===== config.mk =====
export PLATFORM = sky130hd
export DESIGN_NAME = tss_divider
export DESIGN_NICKNAME = d
export VERILOG_FILES = /design/src/sv/tabulated_spectrum_sampler_core_defines.svh /design/src/sv/tss_pkg.sv /design/src/sv/tss_divider.sv
export SDC_FILE = /design/constraint.sdc
export NUM_CORES = 1
export LEC_CHECK = 0
export ABC_CLOCK_PERIOD_IN_PS = 7700
export BUFFER_PORTS_ARGS = -buffer_cell sky130_fd_sc_hd__buf_4
export CORE_ASPECT_RATIO = 0.9
export CORE_MARGIN = 1
export CORE_UTILIZATION = 30
export DETAILED_ROUTE_END_ITERATION = 10
export SETUP_SLACK_MARGIN = 0.05
export SLEW_MARGIN = 20
export SYNTH_ARGS = -nofsm -noshare
export SYNTH_HDL_FRONTEND = slang
export SYNTH_SLANG_ARGS = --single-unit

===== constraint.sdc =====
create_clock -name clk -period 7.7 [get_ports clk]
set_clock_uncertainty 0.1 [all_clocks]
set_input_delay 1.925 -clock clk [delete_from_list [all_inputs] [get_ports clk]]
set_output_delay 1.925 -clock clk [all_outputs]
set_load 0.01 [all_outputs]

===== src/sv/tabulated_spectrum_sampler_core_defines.svh =====
// Assertion macros shared by the spectrum sampler RTL.
`ifndef TABULATED_SPECTRUM_SAMPLER_CORE_DEFINES_SVH
`define TABULATED_SPECTRUM_SAMPLER_CORE_DEFINES_SVH

// Same-cycle implication, checked on every rising edge outside reset.
`define TSS_ASSERT_NOW(name, pre, post, msg) \
  name: assert property (@(posedge clk) disable iff (rst) (pre) |-> (post)) else $error(msg);

// Next-cycle implication, checked on every rising edge outside reset.
`define TSS_ASSERT_NEXT(name, pre, post, msg) \
  name: assert property (@(posedge clk) disable iff (rst) (pre) |=> (post)) else $error(msg);

`endif


===== src/sv/tss_pkg.sv =====
// Shared constants and codes for the spectrum sampler.
package tss_pkg;

  localparam int DEF_TABLE_DEPTH = 1024;
  localparam int DEF_ENERGY_BITS = 24;
  localparam int DEF_PROB_BITS   = 32;

  localparam int AREA_BITS  = 56;
  localparam int INT_BITS   = 16;
  localparam int OUT_E_BITS = 24;

  localparam logic [1:0] REQ_CLEAR    = 2'd0;
  localparam logic [1:0] REQ_APPEND   = 2'd1;
  localparam logic [1:0] REQ_SAMPLE   = 2'd2;
  localparam logic [1:0] REQ_RESERVED = 2'd3;

  localparam logic [1:0] ST_OK    = 2'd0;
  localparam logic [1:0] ST_FULL  = 2'd1;
  localparam logic [1:0] ST_EMPTY = 2'd2;

endpackage


===== src/sv/tss_divider.sv =====
// Bit-serial scaled fraction unit: floor(mult * num / den) with num <= den.
module tss_divider import tss_pkg::*; #(
  parameter int MULT_BITS = DEF_ENERGY_BITS
) (
  input  logic                 clk,
  input  logic                 rst,
  input  logic                 start,
  input  logic [MULT_BITS-1:0] mult,
  input  logic [AREA_BITS-1:0] num,
  input  logic [AREA_BITS-1:0] den,
  output logic                 done,
  output logic [MULT_BITS-1:0] quot
);

  localparam int CNT_W = $clog2(MULT_BITS + 1);
  localparam int TW    = AREA_BITS + 2;

  logic [MULT_BITS-1:0] mult_q;
  logic [AREA_BITS-1:0] num_q;
  logic [AREA_BITS-1:0] den_q;
  logic [AREA_BITS-1:0] rem;
  logic [CNT_W-1:0]     steps;
  logic                 busy;

  logic [TW-1:0] t;
  logic [TW-1:0] den1;
  logic [TW-1:0] den2;
  logic [TW-1:0] t_next;
  logic [1:0]    qinc;

  // The partial remainder stays below den, so at most two subtractions fit.
  always_comb begin
    den1 = TW'(den_q);
    den2 = TW'(den_q) << 1;
    t    = (TW'(rem) << 1) + (mult_q[MULT_BITS-1] ? TW'(num_q) : '0);
    if (t >= den2) begin
      t_next = t - den2;
      qinc   = 2'd2;
    end else if (t >= den1) begin
      t_next = t - den1;
      qinc   = 2'd1;
    end else begin
      t_next = t;
      qinc   = 2'd0;
    end
  end

  always_ff @(posedge clk) begin
    if (rst) begin
      busy  <= 1'b0;
      done  <= 1'b0;
      steps <= '0;
    end else begin
      done <= !start && busy && (steps == CNT_W'(1));
      if (start) begin
        busy   <= 1'b1;
        steps  <= CNT_W'(MULT_BITS);
        mult_q <= mult;
        num_q  <= num;
        den_q  <= den;
        rem    <= '0;
        quot   <= '0;
      end else if (busy) begin
        mult_q <= mult_q << 1;
        rem    <= t_next[AREA_BITS-1:0];
        quot   <= (quot << 1) + MULT_BITS'(qinc);
        steps  <= steps - 1'b1;
        if (steps == CNT_W'(1)) begin
          busy <= 1'b0;
        end
      end
    end
  end

endmodule


After elaboration in Yosys (flattened, before gate mapping)
Index checks and enable logic that the tools add are counted.

Add/subtract/negate cells: 5. Multiply operators: 0. Divide/modulo/power cells: 0. $lt $le $gt $ge: 2. Eq/ne operators: 1. Shift operators: 0. Multiplexer cells: 14. Bitwise operators: 1. Reduce and logical (&&, ||, !) cells: 7.

Operators by type and width (number): $mux W56 (4); $sub A56 B56 Y56 (2); $mux W24 (3); $add A57 B56 Y58 (1); $ge A58 B56 Y1 (1); $ge A58 B57 Y1 (1); $add A24 B2 Y24 (1); $mux W5 (2); $eq A5 B1 Y1 const B (1); $sub A5 B1 Y5 const B (1); $mux W1 (4); $reduce_and A2 Y1 (2); $logic_and A1 B1 Y1 (2); $mux W2 (1); $reduce_bool A2 Y1 (1); $reduce_or A2 Y1 (1); $logic_not A1 Y1 (1); $not A1 Y1 (1).

Flip-flop bits (word level): 223. Latch bits: 0. Bits in writable memories: 0. Bits in read-only memories: 0. Bits of input ports: 139. Logic and storage cells: 39. Memories kept: 0.

Logic depth before layout (Yosys ltp)
Depth after elaboration: 7. Depth in mapped cells: 39.

Worst setup path before layout
No wires, ideal clock.

Path type: input -> register. Start point: in start. End point: reg mult_q[0] (enable). Library setup time: 0.568 ns. Arrival time: 6.921 ns. Required time: 7.032 ns. Slack: 0.111 ns. Cell stages on the path: 4. Buffers on the path: 2. Cells stage by stage: clkbuf_1 clkbuf_1 nor2_1 nor2_1.

Longest elaborated chain between the ends: 2.

RTL lines: start: declaration (RTL line tss_divider.sv:7) `input logic start,`; $reduce_bool A2 Y1 (no source line); $reduce_and A2 Y1 (no source line); end signal: assignment (RTL line tss_divider.sv:58) `mult_q <= mult;`; end signal: assignment (RTL line tss_divider.sv:64) `mult_q <= mult_q << 1;`; end: declaration (RTL line tss_divider.sv:18) `logic [MULT_BITS-1:0] mult_q;`.

No other way between the ends. A chain may end at the register's enable or synchronous reset.

Worst setup path in the final report
Start point: reg mult_q[23]. End point: reg quot[21], data pin.

Longest elaborated chain between the ends: 7.

RTL lines: $mux W56 (*) (RTL line tss_divider.sv:35) `t = (TW'(rem) << 1) + (mult_q[MULT_BITS-1] ? TW'(num_q) : '0);`; $add A57 B56 Y58 (*) (RTL line tss_divider.sv:35); $ge A58 B56 Y1 (RTL line tss_divider.sv:39) `end else if (t >= den1) begin`; $mux W1 (RTL line tss_divider.sv:39); $mux W2 (*) (RTL line tss_divider.sv:36) `if (t >= den2) begin`; $add A24 B2 Y24 (*) (RTL line tss_divider.sv:66) `quot <= (quot << 1) + MULT_BITS'(qinc);`; $mux W24 (*) (RTL line tss_divider.sv:63) `end else if (busy) begin`; end signal: assignment (RTL line tss_divider.sv:66); end: declaration (RTL line tss_divider.sv:12) `output logic [MULT_BITS-1:0] quot`.

Mark *: on every way between the ends. The rest lies on a longest branch, timed or not. The select of a mux whose other input is x is not followed.

==> results <==
- The run finished with clean final reports.
- CTS built an H-tree with a depth of 1.
- From synthesis to final layout, the design area changed by 18.4%.
- The total core area is approximately 0.06 mm2.
- Of the total synthesized cell area, the portion taken by full adders, half adders and majority gates is 0.118.
- The total congestion overflow after global routing is 0.
- In the finished design, the share of the clock period the worst path needs comes to 0.939.
- The buffer type at the clock tree root is sky130_fd_sc_hd__clkbuf_16.
- In this run, synthesis produced a sequential element count of 223.
- Synthesis instantiated 74 different standard cells from the library.
- The area fraction in compound gates after synthesis is 0.225.
- The part of the Yosys area used for sequential elements is 0.355.
- The clock period could shrink to between 7000 and 8000 ps.
- Clock tree synthesis found a total of ~220 sinks.
- The clock tree from TritonCTS is done.
- The critical path ends at quot[21].
- The kind of capture point of the worst setup path is a flip-flop.
- In the final routed layout, each cell accounts on average for ~20 um.
- The area of the die is 0.0632 mm2.
- The initial antenna violation count is 1.
- The total DRC errors in the routed layout is 0.
- After synthesis, the largest family of logic cells by area is compound AO/OA/AOI/OAI gates.
- In the post-route analysis, the smallest setup slack over all paths is roughly 470 ps.
- The final-stage net count is ~2.5k.
- Buffers inserted during clock tree synthesis total 29.
- The path category of the worst min-delay check is flip-flop to flip-flop.
- The worst endpoint data arrival time is 7430 ps.
- The number of buffers on the longest clock path is 3.
- The critical path is of the flip-flop to flip-flop type.
- The number of global-route vias before repair came to ~16k.
- Summed over all layers, the routed wires come to about 59,000 um.
- For the pin with the worst max-slew slack, the measured transition is between 900 and 1000 ps.
- The number of antenna repair diodes is 0.
- The origin of the critical flop-to-flop path is mult_q[23].
- The height of the chip is between 200 and 250 um.
- The width of the die is ~260 um.
- The tool flagged a number of max-cap violations equal to 0.
- For this run, the top clock speed supported by timing is between 100 and 150 MHz.
- For the worst-skew pair, the clock arrives at the later sink with an insertion delay of slightly below 600 ps.
- Row generation in the floorplan step produced 86 rows.
- At the end of routability-driven placement, the weighted congestion stood at ~0.93.
- For this run, the number of standard cells in the final layout without fillers is 3,016.
- The detailed router finished its first iteration with roughly 1.3k violations.
- The maximum fanout encountered on the critical timing path is 11.
- The initial core utilization is 0.304.
- The worst slew margin relative to its limit is 0.344.
- The routed layout has around 16k vias.
- The depth of the most critical reg-to-reg path is 34.
- The first-pass GRT wire length is 91,000 um.
- The average instance in the mapped netlist occupies ~9.1 um2.
- The mux cell area share after synthesis is 0.0224.
- The global-route usage over all layers is 0.183.
- The clock transition at the registers of the reported paths is ~60 ps.
- In this run the cell area of the synthesized design comes to 0.0187 mm2.
- The cell with the biggest individual delay on the critical path is sky130_fd_sc_hd__edfxtp_1.
- Data on the critical path is required at its endpoint by between 7000 and 8000 ps.
- The detailed-router iteration count before antenna repair is 6.
- Setup repair after global routing left no endpoint under its margin.
- The area share of and/or/nand/nor cells after synthesis is 0.156.
- Prior to clock tree synthesis, the placed netlist has a worst setup slack of roughly 92 ps.
- In this run the register-to-register setup slack is approximately 470 ps.
- Of the cells placed in the final design, the portion with a size suffix greater than 1 is 0.152.
- The post-route setup TNS is 0 ps.
- The startpoint kind of the worst setup timing path is a flip-flop.
- The number of instances in the placed design is between 2k and 3k.
- The final-report max-slew violation count is 0.
- Synthesis produced a netlist whose cell count is 2,043.
- The largest stage delay on the critical path is about 460 ps.
- The worst setup path startpoint is mult_q[23].
- The number of warnings issued by yosys is 0.
- The final setup violation count is 0.
- In this run the critical register-to-register path is captured at quot[21].
- The number of hold violations in the final report is 0.
- The main flop type after synthesis is sky130_fd_sc_hd__edfxtp_1.
- In this run, synthesis inferred around 220 flip-flops with an integrated enable.
- Using the TritonRoute via totals, the vias-per-cell ratio works out to 5.39.
- The maximum number of pins on one net before global-route repair is between 70 and 80.
- The fraction of synthesized cell area in xor and xnor cells is 0.0826.
- The hold buffer count at CTS is 0.
- The HPWL after detailed placement is between 40,000 and 50,000 um.
- The post-route antenna net violation count is 0.
- The number of buffers added on ports is between 150 and 200.
- The top-level port count is 164.
- Of all flip-flops after synthesis, the portion carrying an async set or reset was 0.
- The number of nets handed over by synthesis was between 2k and 2.5k.
==> worst max-delay path, delay by kind of cell (launching register included) <==
| kind | cells | cell delay, ps |
|---|---|---|
| xor+xnor | 2 | 330 |
| fa+ha+maj | 3 | 890 |
| compound gates | 9 | 1910 |
| buf+inv | 5 | 580 |
| flops | 1 | 460 |
| simple gates | 15 | 2670 |
==> layout by cell type (no fill, tap or decap), drive strengths merged, types with 30 or more instances in the layout <==
cell type	n
ha	171
nand4	42
nand2	158
and2	70
xor2	84
a21oi	196
edfxtp	216
mux2	30
clkbuf	35
o21bai	36
o21ai	112
inv	117
a211oi	68
a21o	89
buf	209
nor2	141
nand3	47
xnor2	92
==> per-layer routing <==
layer,track usage,vias up,wire length [um]
met5,0,-,13
met4,0.0601,2,2130
met3,0.0307,113,3430
met2,0.297,503,26800
met1,0.247,7734,26900
li1,-,7899,-
==> Yosys cell counts, drive strengths merged (8+ instances only) <==
master | count | area share
edfxtp | 216 | 0.35
a21oi | 196 | 0.053
ha | 171 | 0.11
nand2 | 158 | 0.032
nor2 | 141 | 0.028
inv | 114 | 0.023
o21ai | 112 | 0.030
xnor2 | 92 | 0.043
a21o | 89 | 0.036
xor2 | 84 | 0.039
and2 | 70 | 0.023
a211oi | 68 | 0.028
clkbuf | 63 | 0.013
nand3 | 47 | 0.013
nand4 | 42 | 0.014
o21bai | 36 | 0.014
mux2 | 30 | 0.018
nand2b | 25 | 0.0084
nor3 | 25 | 0.0067
a31oi | 23 | 0.0085
and3 | 22 | 0.0074
nor2b | 20 | 0.0067
buf | 16 | 0.0054
o211ai | 15 | 0.0066
o22ai | 15 | 0.0050
o21a | 13 | 0.0052
o31ai | 10 | 0.0043
or3 | 9 | 0.0030
a221oi | 8 | 0.0041
a311oi | 8 | 0.0038
mux2i | 8 | 0.0043
==> layout make-up <==
| class | instances | area (um2) |
|---|---|---|
| fill | 6289 | 39200 |
| multi-input combinational | 1627 | 11400 |
| sequential | 223 | 6630 |
| timing repair buffer | 209 | 1640 |
| tap | 792 | 991 |
| clock buffer | 35 | 808 |
| inverter | 114 | 428 |
| clock inverter | 16 | 211 |
==> through the flow <==
stage / instance area, um2 / util / hold WS, ps
2_1_floorplan: 18700 / - / 369
3_3_place_gp: 20900 / 0.341 / 387
3_5_place_dp: 20900 / 0.341 / 405
4_1_cts: 21900 / 0.358 / 412
5_1_grt: 22100 / 0.360 / 454
6_report: 22100 / 0.360 / 411
==> timing repair <==
action	CTS	global route
buffers inserted	0	5
cloned	0	0
pin swaps	0	3
gates resized for setup	1	33
endpoints found under the setup margin	1	76
==> cells by family (layout without fill, tap and decap cells) <==
group / after synthesis / in the layout
buffers and inverters: 193 / 374
flip-flops: 223 / 223
AND/OR/NAND/NOR: 592 / 592
XOR/XNOR: 176 / 176
multiplexers: 38 / 38
AO/OA/AOI/OAI: 647 / 647
adder cells (fa/ha/maj): 174 / 174
==> state kept, by name (all words and copies together) (netlist names) <==
| register | count |
|---|---|
| steps | 5 |
| done | 1 |
| rem | 56 |
| quot | 24 |
| mult_q | 24 |
| den_q | 56 |
| busy | 1 |
| num_q | 56 |
==> worst min-delay path by stage <==
| stage | startpoint | end | slack [ps] | cells after the start |
|---|---|---|---|---|
| floorplan | steps[1] | steps[1] | 370 | 2 |
| global placement | steps[1] | steps[1] | 390 | 2 |
| global route | steps[1] | steps[1] | 450 | 2 |
| CTS | steps[1] | steps[1] | 410 | 2 |
| finish | steps[1] | steps[1] | 410 | 2 |
| detailed placement | steps[1] | steps[1] | 400 | 2 |
Power is left out: the tool's default activity adds up to more than one toggle a clock period on the data nets, which glitch-free logic cannot reach.
